`src/gn2d_pkg.sv`:
```
// Package: shared types, constants and lookup tables for the 2D gradient noise core.
`default_nettype none
package gn2d_pkg;

	localparam int unsigned GRAD_ONE  = 32768;
	localparam int unsigned GRAD_DIAG = 23170;
	localparam int unsigned SQRT2_Q15 = 46341;
	localparam int unsigned FRAC_W    = 16;
	localparam int unsigned FADE_ONE  = 65536;

	// dot product range: |g|<=32768, |d|<=65536, two terms -> fits 36 bits signed
	localparam int unsigned DOT_W = 36;

	typedef logic [7:0] cell_t;
	typedef logic [FRAC_W-1:0] frac_t;
	typedef logic [16:0] fade_t;
	typedef logic signed [DOT_W-1:0] dot_t;

	// classified item handed from the front part to the back part
	typedef struct packed {
		cell_t cx;
		cell_t cy;
		frac_t fx;
		frac_t fy;
	} item_t;

	function automatic cell_t perm(input cell_t i);
		cell_t r;
		case (i)
			8'd0: r = 8'd23; 8'd1: r = 8'd125; 8'd2: r = 8'd161; 8'd3: r = 8'd52;
			8'd4: r = 8'd103; 8'd5: r = 8'd117; 8'd6: r = 8'd70; 8'd7: r = 8'd37;
			8'd8: r = 8'd247; 8'd9: r = 8'd101; 8'd10: r = 8'd203; 8'd11: r = 8'd169;
			8'd12: r = 8'd124; 8'd13: r = 8'd126; 8'd14: r = 8'd44; 8'd15: r = 8'd123;
			8'd16: r = 8'd152; 8'd17: r = 8'd238; 8'd18: r = 8'd145; 8'd19: r = 8'd45;
			8'd20: r = 8'd171; 8'd21: r = 8'd114; 8'd22: r = 8'd253; 8'd23: r = 8'd10;
			8'd24: r = 8'd192; 8'd25: r = 8'd136; 8'd26: r = 8'd4; 8'd27: r = 8'd157;
			8'd28: r = 8'd249; 8'd29: r = 8'd30; 8'd30: r = 8'd35; 8'd31: r = 8'd72;
			8'd32: r = 8'd175; 8'd33: r = 8'd63; 8'd34: r = 8'd77; 8'd35: r = 8'd90;
			8'd36: r = 8'd181; 8'd37: r = 8'd16; 8'd38: r = 8'd96; 8'd39: r = 8'd111;
			8'd40: r = 8'd133; 8'd41: r = 8'd104; 8'd42: r = 8'd75; 8'd43: r = 8'd162;
			8'd44: r = 8'd93; 8'd45: r = 8'd56; 8'd46: r = 8'd66; 8'd47: r = 8'd240;
			8'd48: r = 8'd8; 8'd49: r = 8'd50; 8'd50: r = 8'd84; 8'd51: r = 8'd229;
			8'd52: r = 8'd49; 8'd53: r = 8'd210; 8'd54: r = 8'd173; 8'd55: r = 8'd239;
			8'd56: r = 8'd141; 8'd57: r = 8'd1; 8'd58: r = 8'd87; 8'd59: r = 8'd18;
			8'd60: r = 8'd2; 8'd61: r = 8'd198; 8'd62: r = 8'd143; 8'd63: r = 8'd57;
			8'd64: r = 8'd225; 8'd65: r = 8'd160; 8'd66: r = 8'd58; 8'd67: r = 8'd217;
			8'd68: r = 8'd168; 8'd69: r = 8'd206; 8'd70: r = 8'd245; 8'd71: r = 8'd204;
			8'd72: r = 8'd199; 8'd73: r = 8'd6; 8'd74: r = 8'd73; 8'd75: r = 8'd60;
			8'd76: r = 8'd20; 8'd77: r = 8'd230; 8'd78: r = 8'd211; 8'd79: r = 8'd233;
			8'd80: r = 8'd94; 8'd81: r = 8'd200; 8'd82: r = 8'd88; 8'd83: r = 8'd9;
			8'd84: r = 8'd74; 8'd85: r = 8'd155; 8'd86: r = 8'd33; 8'd87: r = 8'd15;
			8'd88: r = 8'd219; 8'd89: r = 8'd130; 8'd90: r = 8'd226; 8'd91: r = 8'd202;
			8'd92: r = 8'd83; 8'd93: r = 8'd236; 8'd94: r = 8'd42; 8'd95: r = 8'd172;
			8'd96: r = 8'd165; 8'd97: r = 8'd218; 8'd98: r = 8'd55; 8'd99: r = 8'd222;
			8'd100: r = 8'd46; 8'd101: r = 8'd107; 8'd102: r = 8'd98; 8'd103: r = 8'd154;
			8'd104: r = 8'd109; 8'd105: r = 8'd67; 8'd106: r = 8'd196; 8'd107: r = 8'd178;
			8'd108: r = 8'd127; 8'd109: r = 8'd158; 8'd110: r = 8'd13; 8'd111: r = 8'd243;
			8'd112: r = 8'd65; 8'd113: r = 8'd79; 8'd114: r = 8'd166; 8'd115: r = 8'd248;
			8'd116: r = 8'd25; 8'd117: r = 8'd224; 8'd118: r = 8'd115; 8'd119: r = 8'd80;
			8'd120: r = 8'd68; 8'd121: r = 8'd51; 8'd122: r = 8'd184; 8'd123: r = 8'd128;
			8'd124: r = 8'd232; 8'd125: r = 8'd208; 8'd126: r = 8'd151; 8'd127: r = 8'd122;
			8'd128: r = 8'd26; 8'd129: r = 8'd212; 8'd130: r = 8'd105; 8'd131: r = 8'd43;
			8'd132: r = 8'd179; 8'd133: r = 8'd213; 8'd134: r = 8'd235; 8'd135: r = 8'd148;
			8'd136: r = 8'd146; 8'd137: r = 8'd89; 8'd138: r = 8'd14; 8'd139: r = 8'd195;
			8'd140: r = 8'd28; 8'd141: r = 8'd78; 8'd142: r = 8'd112; 8'd143: r = 8'd76;
			8'd144: r = 8'd250; 8'd145: r = 8'd47; 8'd146: r = 8'd24; 8'd147: r = 8'd251;
			8'd148: r = 8'd140; 8'd149: r = 8'd108; 8'd150: r = 8'd186; 8'd151: r = 8'd190;
			8'd152: r = 8'd228; 8'd153: r = 8'd170; 8'd154: r = 8'd183; 8'd155: r = 8'd139;
			8'd156: r = 8'd39; 8'd157: r = 8'd188; 8'd158: r = 8'd244; 8'd159: r = 8'd246;
			8'd160: r = 8'd132; 8'd161: r = 8'd48; 8'd162: r = 8'd119; 8'd163: r = 8'd144;
			8'd164: r = 8'd180; 8'd165: r = 8'd138; 8'd166: r = 8'd134; 8'd167: r = 8'd193;
			8'd168: r = 8'd82; 8'd169: r = 8'd182; 8'd170: r = 8'd120; 8'd171: r = 8'd121;
			8'd172: r = 8'd86; 8'd173: r = 8'd220; 8'd174: r = 8'd209; 8'd175: r = 8'd3;
			8'd176: r = 8'd91; 8'd177: r = 8'd241; 8'd178: r = 8'd149; 8'd179: r = 8'd85;
			8'd180: r = 8'd205; 8'd181: r = 8'd150; 8'd182: r = 8'd113; 8'd183: r = 8'd216;
			8'd184: r = 8'd31; 8'd185: r = 8'd100; 8'd186: r = 8'd41; 8'd187: r = 8'd164;
			8'd188: r = 8'd177; 8'd189: r = 8'd214; 8'd190: r = 8'd153; 8'd191: r = 8'd231;
			8'd192: r = 8'd38; 8'd193: r = 8'd71; 8'd194: r = 8'd185; 8'd195: r = 8'd174;
			8'd196: r = 8'd97; 8'd197: r = 8'd201; 8'd198: r = 8'd29; 8'd199: r = 8'd95;
			8'd200: r = 8'd7; 8'd201: r = 8'd92; 8'd202: r = 8'd54; 8'd203: r = 8'd254;
			8'd204: r = 8'd191; 8'd205: r = 8'd118; 8'd206: r = 8'd34; 8'd207: r = 8'd221;
			8'd208: r = 8'd131; 8'd209: r = 8'd11; 8'd210: r = 8'd163; 8'd211: r = 8'd99;
			8'd212: r = 8'd234; 8'd213: r = 8'd81; 8'd214: r = 8'd227; 8'd215: r = 8'd147;
			8'd216: r = 8'd156; 8'd217: r = 8'd176; 8'd218: r = 8'd17; 8'd219: r = 8'd142;
			8'd220: r = 8'd69; 8'd221: r = 8'd12; 8'd222: r = 8'd110; 8'd223: r = 8'd62;
			8'd224: r = 8'd27; 8'd225: r = 8'd255; 8'd226: r = 8'd0; 8'd227: r = 8'd194;
			8'd228: r = 8'd59; 8'd229: r = 8'd116; 8'd230: r = 8'd242; 8'd231: r = 8'd252;
			8'd232: r = 8'd19; 8'd233: r = 8'd21; 8'd234: r = 8'd187; 8'd235: r = 8'd53;
			8'd236: r = 8'd207; 8'd237: r = 8'd129; 8'd238: r = 8'd64; 8'd239: r = 8'd135;
			8'd240: r = 8'd61; 8'd241: r = 8'd40; 8'd242: r = 8'd167; 8'd243: r = 8'd237;
			8'd244: r = 8'd102; 8'd245: r = 8'd223; 8'd246: r = 8'd106; 8'd247: r = 8'd159;
			8'd248: r = 8'd197; 8'd249: r = 8'd189; 8'd250: r = 8'd215; 8'd251: r = 8'd137;
			8'd252: r = 8'd36; 8'd253: r = 8'd32; 8'd254: r = 8'd22; default: r = 8'd5;
		endcase
		return r;
	endfunction

	// dot of gradient g with offset (dx, dy); dx, dy are signed 18-bit Q.16
	function automatic dot_t grad_dot(input logic [2:0] g, input logic signed [17:0] dx,
		input logic signed [17:0] dy);
		dot_t ex, ey, dg;
		ex = dot_t'(dx) <<< 15;
		ey = dot_t'(dy) <<< 15;
		dg = dot_t'(dx + dy) * dot_t'(GRAD_DIAG);
		case (g)
			3'd0: grad_dot = ex;
			3'd1: grad_dot = -ex;
			3'd2: grad_dot = ey;
			3'd3: grad_dot = -ey;
			3'd4: grad_dot = dg;
			3'd5: grad_dot = dot_t'(dy - dx) * dot_t'(GRAD_DIAG);
			3'd6: grad_dot = dot_t'(dx - dy) * dot_t'(GRAD_DIAG);
			default: grad_dot = -dg;
		endcase
	endfunction

endpackage
`default_nettype wire

```
`src/gn2d_fifo.sv`:
```
// Short queue between the front and back parts.
`default_nettype none
module gn2d_fifo (
	input  wire logic            clk,
	input  wire logic            arst_n,
	input  wire logic            wr_en,
	input  wire gn2d_pkg::item_t wr_data,
	input  wire logic            rd_en,
	output logic                 rd_valid,
	output gn2d_pkg::item_t      rd_data
);
	gn2d_pkg::item_t mem_q [4];
	logic [1:0] wp_q, rp_q;
	logic [2:0] cnt_q;

	assign rd_valid = (cnt_q != 3'd0);
	assign rd_data  = mem_q[rp_q];

	always_ff @(posedge clk) begin
		if (wr_en) begin
			mem_q[wp_q] <= wr_data;
		end
	end

	always_ff @(posedge clk or negedge arst_n) begin
		if (!arst_n) begin
			wp_q  <= '0;
			rp_q  <= '0;
			cnt_q <= '0;
		end else begin
			if (wr_en) wp_q <= wp_q + 2'd1;
			if (rd_en && rd_valid) rp_q <= rp_q + 2'd1;
			cnt_q <= cnt_q + 3'(wr_en) - 3'(rd_en && rd_valid);
		end
	end
endmodule
`default_nettype wire

```
`config.mk`:
```
export PLATFORM = sky130hd
export DESIGN_NAME = gn2d_fifo
export DESIGN_NICKNAME = d
export VERILOG_FILES = /design/src/gn2d_pkg.sv /design/src/gn2d_fifo.sv
export SDC_FILE = /design/constraint.sdc
export NUM_CORES = 1
export LEC_CHECK = 0
export BUFFER_PORTS_ARGS = -buffer_cell sky130_fd_sc_hd__buf_2
export CORE_ASPECT_RATIO = 0.7
export CORE_MARGIN = 3
export CORE_UTILIZATION = 45
export DETAILED_ROUTE_END_ITERATION = 10
export PLACE_DENSITY = 0.64
export SYNTH_ARGS = -nofsm -noshare
export SYNTH_HDL_FRONTEND = slang
export SYNTH_SLANG_ARGS = --single-unit
export TNS_END_PERCENT = 50
```
`constraint.sdc`:
```
create_clock -name clk -period 5.4 [get_ports clk]
set_input_delay 1.08 -clock clk [delete_from_list [all_inputs] [get_ports clk]]
set_output_delay 1.08 -clock clk [all_outputs]
set_load 0.03 [all_outputs]
```
==> qor.csv <==
stage,metric,value,unit
global_route,grt_pass1_vias,3439,
synth,yosysUniqueCellTypes,18,
synth,netlist_area,7380,um2
synth,synthXorXnorAreaFrac,0.00593,
synth,syn_avg_cell_area,25.9,um2
sta,min_period_over_period,0.642,
clocking,insertion_delay,0.42,ns
floorplan,num_io_pins,101,
clocking,cts_resized,0,
floorplan,die_h,113,um
sta,max_clock_freq,289,MHz
cells_and_area,layout-drive-gt1-share,0.447,
critical_path,worstPathCellList,mux4_2 -> buf_2,
global_route,grt_pass1_wl,19.6,mm
clocking,cts_sinks,199,
synth,synth_mux_area_frac,0.146,
sta,finalMaxSlewViolations,0,
drt,dr.pass1.iters,4,
cells_and_area,fin_cells,629,
placed_design,dp_cells,599,
synth,syn_inst,285,
clocking,tritoncts,done,
synth,ys_ff_latch,199,
cells_and_area,utilization,0.545,
floorplan,initial_core_util,0.468,
outcome,status,"finished, final reports clean",
clocking,root_buffer,clkbuf_16,
global_route,grt.overflow.total,0,
floorplan,coreArea,15800,um2
clocking,hold_buffers,0,
cells_and_area,diodes,0,
sta,finalSetupViolCount,0,
drt,routed_wl,12.5,mm
drt,drt_iter0_drc,203,
sta,worst_pin_slew,1.02,ns
clocking,htreeDepth,4,
critical_path,worstPathMaxFanout,50,
critical_path,crit_required,4.32,ns
placed_design,dp_hpwl,7.71,mm
floorplan,die_area,18000,um2
critical_path,critical-path-max-stage-delay,1.10,ns
global_route,track_usage,0.147,
sta,finClkSkew,0.00833,ns
pwr,total_leakage_power,2.95,nW
pwr,p_per_area,576,nW/um2
synth,yosys_warnings,0,
cells_and_area,fin_nets,457,
drt,ant_nets,0,
sta,fin_crit,3.47,ns
critical_path,crit_arrival,2.39,ns
placed_design,place_congestion,0.682,
critical_path,critPathKind,reg -> out,
job,cap_violations,0,
cells_and_area,syn_to_final_growth,16.6,%
sta,hold_viol,0,
synth,synth_nets,344,
sta,setup_tns,0,ns
hold_path,worst_hold_path_type,in -> async,
drt,num_vias,3223,
drt,drcViolationCount,0,
sta,rsz0062_at_grt,no,
synth,synth-adder-area-share,0.0129,
critical_path,start_kind,flip-flop,
clocking,clk_pin_slew,0.07,ns
synth,synth_compound_area_frac,0.00305,
drt,viasPerCell,5.12,
drt,wl_per_cell,19.8,um
global_route,grt_max_degree,51,
placed_design,port_buffers,100,
clocking,clock_path_buffers,2,
global_route,antenna_found_initial,2,
synth,ys_seq_area_frac,0.805,
cells_and_area,fillers,1255,
synth,synth-simple-area-share,0.00475,
critical_path,cp_slowest_cell,dfrtp_4,
pwr,vdd_drop_max,0.401,mV
floorplan,die_width,159,um
synth,synth_top_family_by_area,multiplexers,
critical_path,end_kind,output pin,
floorplan,rows,38,
sta,slew_headroom,0.320,
clocking,cts_setup_buffers,0,
clocking,numCtsBuffers,17,
[final timing paths]
kind                       slack (ns)  depth (start not counted)  startpoint            to
min in group clk                 0.54                          1     wp_q[0]       wp_q[0]
max in group asynchronous        4.73                          1      arst_n       rp_q[0]
setup reg to reg                 3.30                          4     wp_q[0]  mem_q[0][18]
hold / removal                   0.48                          1      arst_n       wp_q[0]
hold reg to reg                  0.54                          1     wp_q[0]       wp_q[0]
setup / recovery                 1.93                          2     rp_q[0]   rd_data[21]
[per-layer routing]
metal,share of wire,GRT usage
met1,0.44,0.196
met2,0.48,0.229
met3,0.073,0.0549
met4,0.0093,0.0472
met5,0.0017,0
[cell families (layout without fill, tap and decap cells)]
family,after synthesis,count (layout)
adders and majority gates,7,7
muxes,48,48
buffers and inverters,17,141
and+or+nand+nor,6,6
xor gates and xnor gates,5,5
AOI/OAI and AO/OA,3,3
DFF,199,199
[registers in the layout, indices dropped and copies added (netlist names)]
signal  count
cnt_q       3
mem_q     192
rp_q        2
wp_q        2
[Yosys cell counts]
master,n,area (um2)
and2_1,4,25.0
buf_4,1,7.51
buf_12,5,100
fa_1,1,20.0
buf_6,1,11.3
mux4_2,48,1080
buf_2,4,20.0
inv_1,6,22.5
o311ai_0,1,8.76
xnor2_1,3,26.3
or3_1,1,6.26
o21ai_0,1,5.00
nand2_1,1,3.75
dfrtp_1,7,175
o31a_1,1,8.76
xor2_1,2,17.5
ha_1,6,75.1
edfxtp_1,192,5770
[worst max-delay path, delay by kind of cell, from the launching register on]
family,cells,cell delay [ns]
flops,1,1.10
mux,1,0.63
buf+inv,1,0.20
[area by class of cell]
class                           count  area (um2)  share of cell area
Multi-Input combinational cell     69        1280               0.149
Inverter                            6        22.5             0.00262
Tap cell                          220         275              0.0320
Clock inverter                     12         113              0.0131
Sequential cell                   199        5950               0.691
Clock buffer                       18         429              0.0499
Timing Repair Buffer              105         538              0.0625
[report_power, final]
part	total, mW	internal [mW]	switching (mW)
clock	1.16	0.667	0.497
sequential	2.24	2.02	0.218
combinational	1.55	0.604	0.945
total	4.96	3.30	1.66
[stage by stage]
step                instance area (um2)  total power [mW]  hold slack (ns)  setup slack (ns)
floorplan                          7380              3.48            0.494              2.76
global placement                   8060              3.84            0.520              2.30
detailed placement                 8060              3.87            0.537              2.28
CTS                                8610              5.04            0.468              1.82
global route                       8610              5.21            0.471              1.74
finish                             8610              4.96            0.482              1.93
[cells in the final DEF (no fill, tap or decap), types with 3 or more instances in the layout]
cell	netlist	final
and2_2	0	4
buf_2	4	100
buf_4	1	5
clkbuf_16	0	17
clkinv_1	0	5
dfrtp_1	7	5
edfxtp_1	192	192
ha_1	6	6
inv_1	6	6
mux4_2	48	48
xnor2_1	3	3
(Power assumes the default switching activity.)
