[config.mk]
export PLATFORM = sky130hd
export DESIGN_NAME = gn2d_front
export DESIGN_NICKNAME = d
export VERILOG_FILES = /design/src/gn2d_pkg.sv /design/src/gn2d_front.sv
export SDC_FILE = /design/constraint.sdc
export NUM_CORES = 2
export LEC_CHECK = 0
export ABC_CLOCK_PERIOD_IN_PS = 800
export BUFFER_PORTS_ARGS = -buffer_cell sky130_fd_sc_hd__buf_2
export CAP_MARGIN = 10
export CORE_ASPECT_RATIO = 0.8
export CORE_MARGIN = 4
export CORE_UTILIZATION = 50
export DETAILED_ROUTE_END_ITERATION = 12
export GPL_ROUTABILITY_DRIVEN = 0
export HOLD_SLACK_MARGIN = 0.12
export PLACE_DENSITY = 0.66
export SYNTH_ARGS = -nofsm -noshare
export SYNTH_HDL_FRONTEND = slang
export SYNTH_SLANG_ARGS = --single-unit
[constraint.sdc]
create_clock -name clk -period 0.8 [get_ports clk]
set_clock_uncertainty 0.05 [all_clocks]
set_input_delay 0.12 -clock clk [delete_from_list [all_inputs] [get_ports clk]]
set_output_delay 0.12 -clock clk [all_outputs]
set_load 0.005 [all_outputs]
[src/gn2d_pkg.sv]
// Package: shared types, constants and lookup tables for the 2D gradient noise core.
`default_nettype none
package gn2d_pkg;

	localparam int unsigned GRAD_ONE  = 32768;
	localparam int unsigned GRAD_DIAG = 23170;
	localparam int unsigned SQRT2_Q15 = 46341;
	localparam int unsigned FRAC_W    = 16;
	localparam int unsigned FADE_ONE  = 65536;

	// dot product range: |g|<=32768, |d|<=65536, two terms -> fits 36 bits signed
	localparam int unsigned DOT_W = 36;

	typedef logic [7:0] cell_t;
	typedef logic [FRAC_W-1:0] frac_t;
	typedef logic [16:0] fade_t;
	typedef logic signed [DOT_W-1:0] dot_t;

	// classified item handed from the front part to the back part
	typedef struct packed {
		cell_t cx;
		cell_t cy;
		frac_t fx;
		frac_t fy;
	} item_t;

	function automatic cell_t perm(input cell_t i);
		cell_t r;
		case (i)
			8'd0: r = 8'd23; 8'd1: r = 8'd125; 8'd2: r = 8'd161; 8'd3: r = 8'd52;
			8'd4: r = 8'd103; 8'd5: r = 8'd117; 8'd6: r = 8'd70; 8'd7: r = 8'd37;
			8'd8: r = 8'd247; 8'd9: r = 8'd101; 8'd10: r = 8'd203; 8'd11: r = 8'd169;
			8'd12: r = 8'd124; 8'd13: r = 8'd126; 8'd14: r = 8'd44; 8'd15: r = 8'd123;
			8'd16: r = 8'd152; 8'd17: r = 8'd238; 8'd18: r = 8'd145; 8'd19: r = 8'd45;
			8'd20: r = 8'd171; 8'd21: r = 8'd114; 8'd22: r = 8'd253; 8'd23: r = 8'd10;
			8'd24: r = 8'd192; 8'd25: r = 8'd136; 8'd26: r = 8'd4; 8'd27: r = 8'd157;
			8'd28: r = 8'd249; 8'd29: r = 8'd30; 8'd30: r = 8'd35; 8'd31: r = 8'd72;
			8'd32: r = 8'd175; 8'd33: r = 8'd63; 8'd34: r = 8'd77; 8'd35: r = 8'd90;
			8'd36: r = 8'd181; 8'd37: r = 8'd16; 8'd38: r = 8'd96; 8'd39: r = 8'd111;
			8'd40: r = 8'd133; 8'd41: r = 8'd104; 8'd42: r = 8'd75; 8'd43: r = 8'd162;
			8'd44: r = 8'd93; 8'd45: r = 8'd56; 8'd46: r = 8'd66; 8'd47: r = 8'd240;
			8'd48: r = 8'd8; 8'd49: r = 8'd50; 8'd50: r = 8'd84; 8'd51: r = 8'd229;
			8'd52: r = 8'd49; 8'd53: r = 8'd210; 8'd54: r = 8'd173; 8'd55: r = 8'd239;
			8'd56: r = 8'd141; 8'd57: r = 8'd1; 8'd58: r = 8'd87; 8'd59: r = 8'd18;
			8'd60: r = 8'd2; 8'd61: r = 8'd198; 8'd62: r = 8'd143; 8'd63: r = 8'd57;
			8'd64: r = 8'd225; 8'd65: r = 8'd160; 8'd66: r = 8'd58; 8'd67: r = 8'd217;
			8'd68: r = 8'd168; 8'd69: r = 8'd206; 8'd70: r = 8'd245; 8'd71: r = 8'd204;
			8'd72: r = 8'd199; 8'd73: r = 8'd6; 8'd74: r = 8'd73; 8'd75: r = 8'd60;
			8'd76: r = 8'd20; 8'd77: r = 8'd230; 8'd78: r = 8'd211; 8'd79: r = 8'd233;
			8'd80: r = 8'd94; 8'd81: r = 8'd200; 8'd82: r = 8'd88; 8'd83: r = 8'd9;
			8'd84: r = 8'd74; 8'd85: r = 8'd155; 8'd86: r = 8'd33; 8'd87: r = 8'd15;
			8'd88: r = 8'd219; 8'd89: r = 8'd130; 8'd90: r = 8'd226; 8'd91: r = 8'd202;
			8'd92: r = 8'd83; 8'd93: r = 8'd236; 8'd94: r = 8'd42; 8'd95: r = 8'd172;
			8'd96: r = 8'd165; 8'd97: r = 8'd218; 8'd98: r = 8'd55; 8'd99: r = 8'd222;
			8'd100: r = 8'd46; 8'd101: r = 8'd107; 8'd102: r = 8'd98; 8'd103: r = 8'd154;
			8'd104: r = 8'd109; 8'd105: r = 8'd67; 8'd106: r = 8'd196; 8'd107: r = 8'd178;
			8'd108: r = 8'd127; 8'd109: r = 8'd158; 8'd110: r = 8'd13; 8'd111: r = 8'd243;
			8'd112: r = 8'd65; 8'd113: r = 8'd79; 8'd114: r = 8'd166; 8'd115: r = 8'd248;
			8'd116: r = 8'd25; 8'd117: r = 8'd224; 8'd118: r = 8'd115; 8'd119: r = 8'd80;
			8'd120: r = 8'd68; 8'd121: r = 8'd51; 8'd122: r = 8'd184; 8'd123: r = 8'd128;
			8'd124: r = 8'd232; 8'd125: r = 8'd208; 8'd126: r = 8'd151; 8'd127: r = 8'd122;
			8'd128: r = 8'd26; 8'd129: r = 8'd212; 8'd130: r = 8'd105; 8'd131: r = 8'd43;
			8'd132: r = 8'd179; 8'd133: r = 8'd213; 8'd134: r = 8'd235; 8'd135: r = 8'd148;
			8'd136: r = 8'd146; 8'd137: r = 8'd89; 8'd138: r = 8'd14; 8'd139: r = 8'd195;
			8'd140: r = 8'd28; 8'd141: r = 8'd78; 8'd142: r = 8'd112; 8'd143: r = 8'd76;
			8'd144: r = 8'd250; 8'd145: r = 8'd47; 8'd146: r = 8'd24; 8'd147: r = 8'd251;
			8'd148: r = 8'd140; 8'd149: r = 8'd108; 8'd150: r = 8'd186; 8'd151: r = 8'd190;
			8'd152: r = 8'd228; 8'd153: r = 8'd170; 8'd154: r = 8'd183; 8'd155: r = 8'd139;
			8'd156: r = 8'd39; 8'd157: r = 8'd188; 8'd158: r = 8'd244; 8'd159: r = 8'd246;
			8'd160: r = 8'd132; 8'd161: r = 8'd48; 8'd162: r = 8'd119; 8'd163: r = 8'd144;
			8'd164: r = 8'd180; 8'd165: r = 8'd138; 8'd166: r = 8'd134; 8'd167: r = 8'd193;
			8'd168: r = 8'd82; 8'd169: r = 8'd182; 8'd170: r = 8'd120; 8'd171: r = 8'd121;
			8'd172: r = 8'd86; 8'd173: r = 8'd220; 8'd174: r = 8'd209; 8'd175: r = 8'd3;
			8'd176: r = 8'd91; 8'd177: r = 8'd241; 8'd178: r = 8'd149; 8'd179: r = 8'd85;
			8'd180: r = 8'd205; 8'd181: r = 8'd150; 8'd182: r = 8'd113; 8'd183: r = 8'd216;
			8'd184: r = 8'd31; 8'd185: r = 8'd100; 8'd186: r = 8'd41; 8'd187: r = 8'd164;
			8'd188: r = 8'd177; 8'd189: r = 8'd214; 8'd190: r = 8'd153; 8'd191: r = 8'd231;
			8'd192: r = 8'd38; 8'd193: r = 8'd71; 8'd194: r = 8'd185; 8'd195: r = 8'd174;
			8'd196: r = 8'd97; 8'd197: r = 8'd201; 8'd198: r = 8'd29; 8'd199: r = 8'd95;
			8'd200: r = 8'd7; 8'd201: r = 8'd92; 8'd202: r = 8'd54; 8'd203: r = 8'd254;
			8'd204: r = 8'd191; 8'd205: r = 8'd118; 8'd206: r = 8'd34; 8'd207: r = 8'd221;
			8'd208: r = 8'd131; 8'd209: r = 8'd11; 8'd210: r = 8'd163; 8'd211: r = 8'd99;
			8'd212: r = 8'd234; 8'd213: r = 8'd81; 8'd214: r = 8'd227; 8'd215: r = 8'd147;
			8'd216: r = 8'd156; 8'd217: r = 8'd176; 8'd218: r = 8'd17; 8'd219: r = 8'd142;
			8'd220: r = 8'd69; 8'd221: r = 8'd12; 8'd222: r = 8'd110; 8'd223: r = 8'd62;
			8'd224: r = 8'd27; 8'd225: r = 8'd255; 8'd226: r = 8'd0; 8'd227: r = 8'd194;
			8'd228: r = 8'd59; 8'd229: r = 8'd116; 8'd230: r = 8'd242; 8'd231: r = 8'd252;
			8'd232: r = 8'd19; 8'd233: r = 8'd21; 8'd234: r = 8'd187; 8'd235: r = 8'd53;
			8'd236: r = 8'd207; 8'd237: r = 8'd129; 8'd238: r = 8'd64; 8'd239: r = 8'd135;
			8'd240: r = 8'd61; 8'd241: r = 8'd40; 8'd242: r = 8'd167; 8'd243: r = 8'd237;
			8'd244: r = 8'd102; 8'd245: r = 8'd223; 8'd246: r = 8'd106; 8'd247: r = 8'd159;
			8'd248: r = 8'd197; 8'd249: r = 8'd189; 8'd250: r = 8'd215; 8'd251: r = 8'd137;
			8'd252: r = 8'd36; 8'd253: r = 8'd32; 8'd254: r = 8'd22; default: r = 8'd5;
		endcase
		return r;
	endfunction

	// dot of gradient g with offset (dx, dy); dx, dy are signed 18-bit Q.16
	function automatic dot_t grad_dot(input logic [2:0] g, input logic signed [17:0] dx,
		input logic signed [17:0] dy);
		dot_t ex, ey, dg;
		ex = dot_t'(dx) <<< 15;
		ey = dot_t'(dy) <<< 15;
		dg = dot_t'(dx + dy) * dot_t'(GRAD_DIAG);
		case (g)
			3'd0: grad_dot = ex;
			3'd1: grad_dot = -ex;
			3'd2: grad_dot = ey;
			3'd3: grad_dot = -ey;
			3'd4: grad_dot = dg;
			3'd5: grad_dot = dot_t'(dy - dx) * dot_t'(GRAD_DIAG);
			3'd6: grad_dot = dot_t'(dx - dy) * dot_t'(GRAD_DIAG);
			default: grad_dot = -dg;
		endcase
	endfunction

endpackage
`default_nettype wire

[src/gn2d_front.sv]
// Front part: scales the point by the frequency and splits it into cells and fractions.
`default_nettype none
module gn2d_front #(
	parameter int FRAC_BITS = 16
) (
	input  wire logic                 clk,
	input  wire logic                 arst_n,
	input  wire logic                 in_valid,
	input  wire logic signed [31:0]   x_coord,
	input  wire logic signed [31:0]   y_coord,
	input  wire logic [15:0]          freq_scale,
	output logic                      out_valid,
	output gn2d_pkg::item_t           out_item
);
	logic                valid_s1;
	logic signed [48:0]  px_s1, py_s1;
	logic signed [48:0]  px_sh, py_sh;

	always_ff @(posedge clk or negedge arst_n) begin
		if (!arst_n) begin
			valid_s1 <= 1'b0;
		end else begin
			valid_s1 <= in_valid;
		end
	end

	always_ff @(posedge clk) begin
		px_s1 <= 49'(x_coord) * $signed({1'b0, freq_scale});
		py_s1 <= 49'(y_coord) * $signed({1'b0, freq_scale});
	end

	// floor shift by 8 keeps FRAC_BITS fraction bits
	assign px_sh = px_s1 >>> 8;
	assign py_sh = py_s1 >>> 8;

	function automatic gn2d_pkg::frac_t to_q16(input logic signed [48:0] p);
		logic [23:0] t24;
		logic [FRAC_BITS-1:0] t;
		t = p[FRAC_BITS-1:0];
		t24 = 24'(t) << (24 - FRAC_BITS);
		return t24[23:8];
	endfunction

	always_ff @(posedge clk or negedge arst_n) begin
		if (!arst_n) begin
			out_valid <= 1'b0;
		end else begin
			out_valid <= valid_s1;
		end
	end

	always_ff @(posedge clk) begin
		out_item.cx <= px_sh[FRAC_BITS+7:FRAC_BITS];
		out_item.cy <= py_sh[FRAC_BITS+7:FRAC_BITS];
		out_item.fx <= to_q16(px_sh);
		out_item.fy <= to_q16(py_sh);
	end
endmodule
`default_nettype wire

==> reports/qor.yml <==
sta:
  final_max_slew_viol_count: 0
  setup_slack_ps: -4510
  finalCriticalPeriod_ps: 5310
  rsz0062_at_grt: "yes"
  setup_viol: 97
  fin_crit_sh_pct: 664
  slew_headroom_pct: 69.7
  worst_slew_pin_slew_ps: 452
  fmax_ghz: 0.188
  holdWs_ps: 261
  finalHoldViolCount: 0
finish:
  nNetsFinal: 4080
  drive_gt1_share_pct: 24.7
  regArea_sq_mm: 0.00198
  fillCellCount: 4129
  multi_input_area_sq_mm: 0.0208
  layout_common_cells: "inv_1 (732), fa_1 (576), nand2_1 (481), buf_4 (300), and2_1 (255)"
  utilization_pct: 63.7
  final_common_cell: "inv_1"
  area_growth_pct: 26.0
routing:
  drtIter0Drc: 1193
  antenna_left: 0
  drt_first_pass_iters: 5
  vias: 19700
  avgRoutedWirePerCell_microns: 17.8
  drc: 0
  drt-vias-per-instance: 5.03
  wl_microns: 69800
floorplanning:
  dieArea_sq_mm: 0.0539
  die_x_microns: 259
  fp.coreArea_sq_mm: 0.0497
  ios: 132
  die_y_microns: 208
  row_count: 73
  start_util_pct: 50.5
synthesis:
  async_flop_share_pct: 2.04
  synthCells: 2832
  ys_ff_latch: 98
  netlist_area_sq_mm: 0.0251
  synth_warnings: 0
  synthFlopType: "dfxtp_1"
  synth_edf_count: 0
  seq_area_frac_synth_pct: 7.85
  synth_cell_types: 50
  synth.avg_cell_area_sq_um: 8.87
  synth_nets: 3679
clocking:
  cts_made_buffers: 9
  clock_path_buffers: 2
  cts.clk_slew.worst_paths_ps: 90
  htreeDepth: 3
  cts-root-buf: "clkbuf_16"
  clk_latency_ps: 410
  cts.sink_count: 98
  cts_tree: "yes"
worst_setup_path:
  startpoint: "freq_scale[6]"
  cp_num_buf_inv: 10
  cpMaxStageDelayCell: "fa_2"
  r2r-start: "valid_s1"
  worstSetupStartpointType: "primary input"
  r2r-end: "out_valid"
  cp_slowest_stage_delay_ps: 520
  critical_path.top_delay_family: "adder cells"
  cp-end-kind: "flop"
  critPathArrivalTime_ps: 5590
  cp.depth: 26
  worstSetupPathType: "in -> reg"
  reg2reg_setup_slack_ps: 280
  endpoint: "py_s1[27]"
  rr_worst_depth: 0
  required_ps: 1080
  crit_fanout: 7
placement:
  io_buffers: 131
  place_hpwl_microns: 54400
  dp_slack_ps: -5210
status:
  violations: "negative setup slack"
  status: "finished, violations left"
hold_path:
  hold_class: "reg -> reg"
global_route:
  grt_pass1_vias: 22500
  antenna_found_initial: 1
  grt_pass1_wl_microns: 115000
  grt_max_degree: 26
  overflow: 0
  grt_usage_pct: 27.0
job:
  cap_violations: 0
flip-flops by register name, indices dropped and copies added (netlist names):
signal,cells
out_item,48
px_s1,24
py_s1,24
out_valid,1
valid_s1,1
how the worst min path moves through the flow:
stage / from / endpoint / cells after the start
6_report: py_s1[16] / out_item[8] / 0
5_1_grt: py_s1[16] / out_item[8] / 0
4_1_cts: py_s1[16] / out_item[8] / 0
3_5_place_dp: arst_n / out_valid / 1
3_3_place_gp: arst_n / out_valid / 1
2_1_floorplan: arst_n / out_valid / 0
per-layer routing:
layer  track usage, %  vias to the layer above  wire length [microns]
li1                 -                     8749                      -
met1             35.6                    10000                  28400
met2             44.3                      756                  33300
met3             6.38                      153                   5890
met4             8.74                        0                   2210
met5                0                        -                      0
Yosys cell counts (all sizes together) (2+ instances only):
| library cell | instances | area, sq um |
|---|---|---|
| inv | 791 | 2970 |
| fa | 604 | 12100 |
| nand2 | 494 | 1860 |
| and2 | 302 | 1890 |
| ha | 160 | 2000 |
| clkbuf | 129 | 484 |
| dfxtp | 96 | 1920 |
| xnor2 | 76 | 666 |
| nor2 | 29 | 109 |
| a21oi | 22 | 114 |
| xor2 | 21 | 184 |
| o21ai | 12 | 60.1 |
| a21o | 11 | 82.6 |
| o21a | 11 | 82.6 |
| and3 | 10 | 62.6 |
| nor3 | 8 | 40.0 |
| nand3 | 6 | 30.0 |
| nand4 | 6 | 37.5 |
| o21bai | 6 | 45.0 |
| a221oi | 4 | 47.6 |
| a211oi | 3 | 27.5 |
| a31oi | 3 | 18.8 |
| nor2b | 3 | 18.8 |
| o211ai | 3 | 22.5 |
| a311oi | 2 | 30.0 |
| dfrtp | 2 | 50.1 |
| o2111ai | 2 | 23.8 |
| or2 | 2 | 12.5 |
cells by family after synthesis:
logic type               count (synthesis)  synth area share, %
buffers and inverters                  920                 13.8
AND/OR/NAND/NOR                        864                 16.3
adder cells (fa/ha/maj)                764                 56.1
flip-flops                              98                 7.85
XOR/XNOR                                97                 3.38
AO/OA/AOI/OAI                           89                 2.60
timing repair:
| item | CTS | global route |
|---|---|---|
| hold buffers | 3 | 0 |
| gates cloned | 9 | 1 |
| pin swaps | 136 | 79 |
| resized for setup | 202 | 119 |
| endpoints found under the hold margin | 3 | 0 |
| endpoints found under the setup margin | 97 | 97 |
| buffers inserted | 50 | 11 |
metrics by stage:
stage | cells | instance area [sq um] | setup TNS [ps]
2_1_floorplan | 2832 | 26000 | -192690
3_3_place_gp | 3828 | 29500 | -222520
3_5_place_dp | 3828 | 29500 | -224850
4_1_cts | 3904 | 31200 | -204420
5_1_grt | 3914 | 31600 | -215200
6_report | 3915 | 31600 | -206450
layout make-up:
type	instances	area share, %
Timing Repair Buffer	519	14.9
Clock inverter	7	0.300
Sequential cell	98	6.26
Inverter	791	9.38
Tap cell	675	2.67
Clock buffer	9	0.712
Multi-Input combinational cell	1814	65.7
Antenna cell	2	0.0158
Power is left out: the tool's default activity adds up to more than one toggle a clock period on the data nets, which glitch-free logic cannot reach.
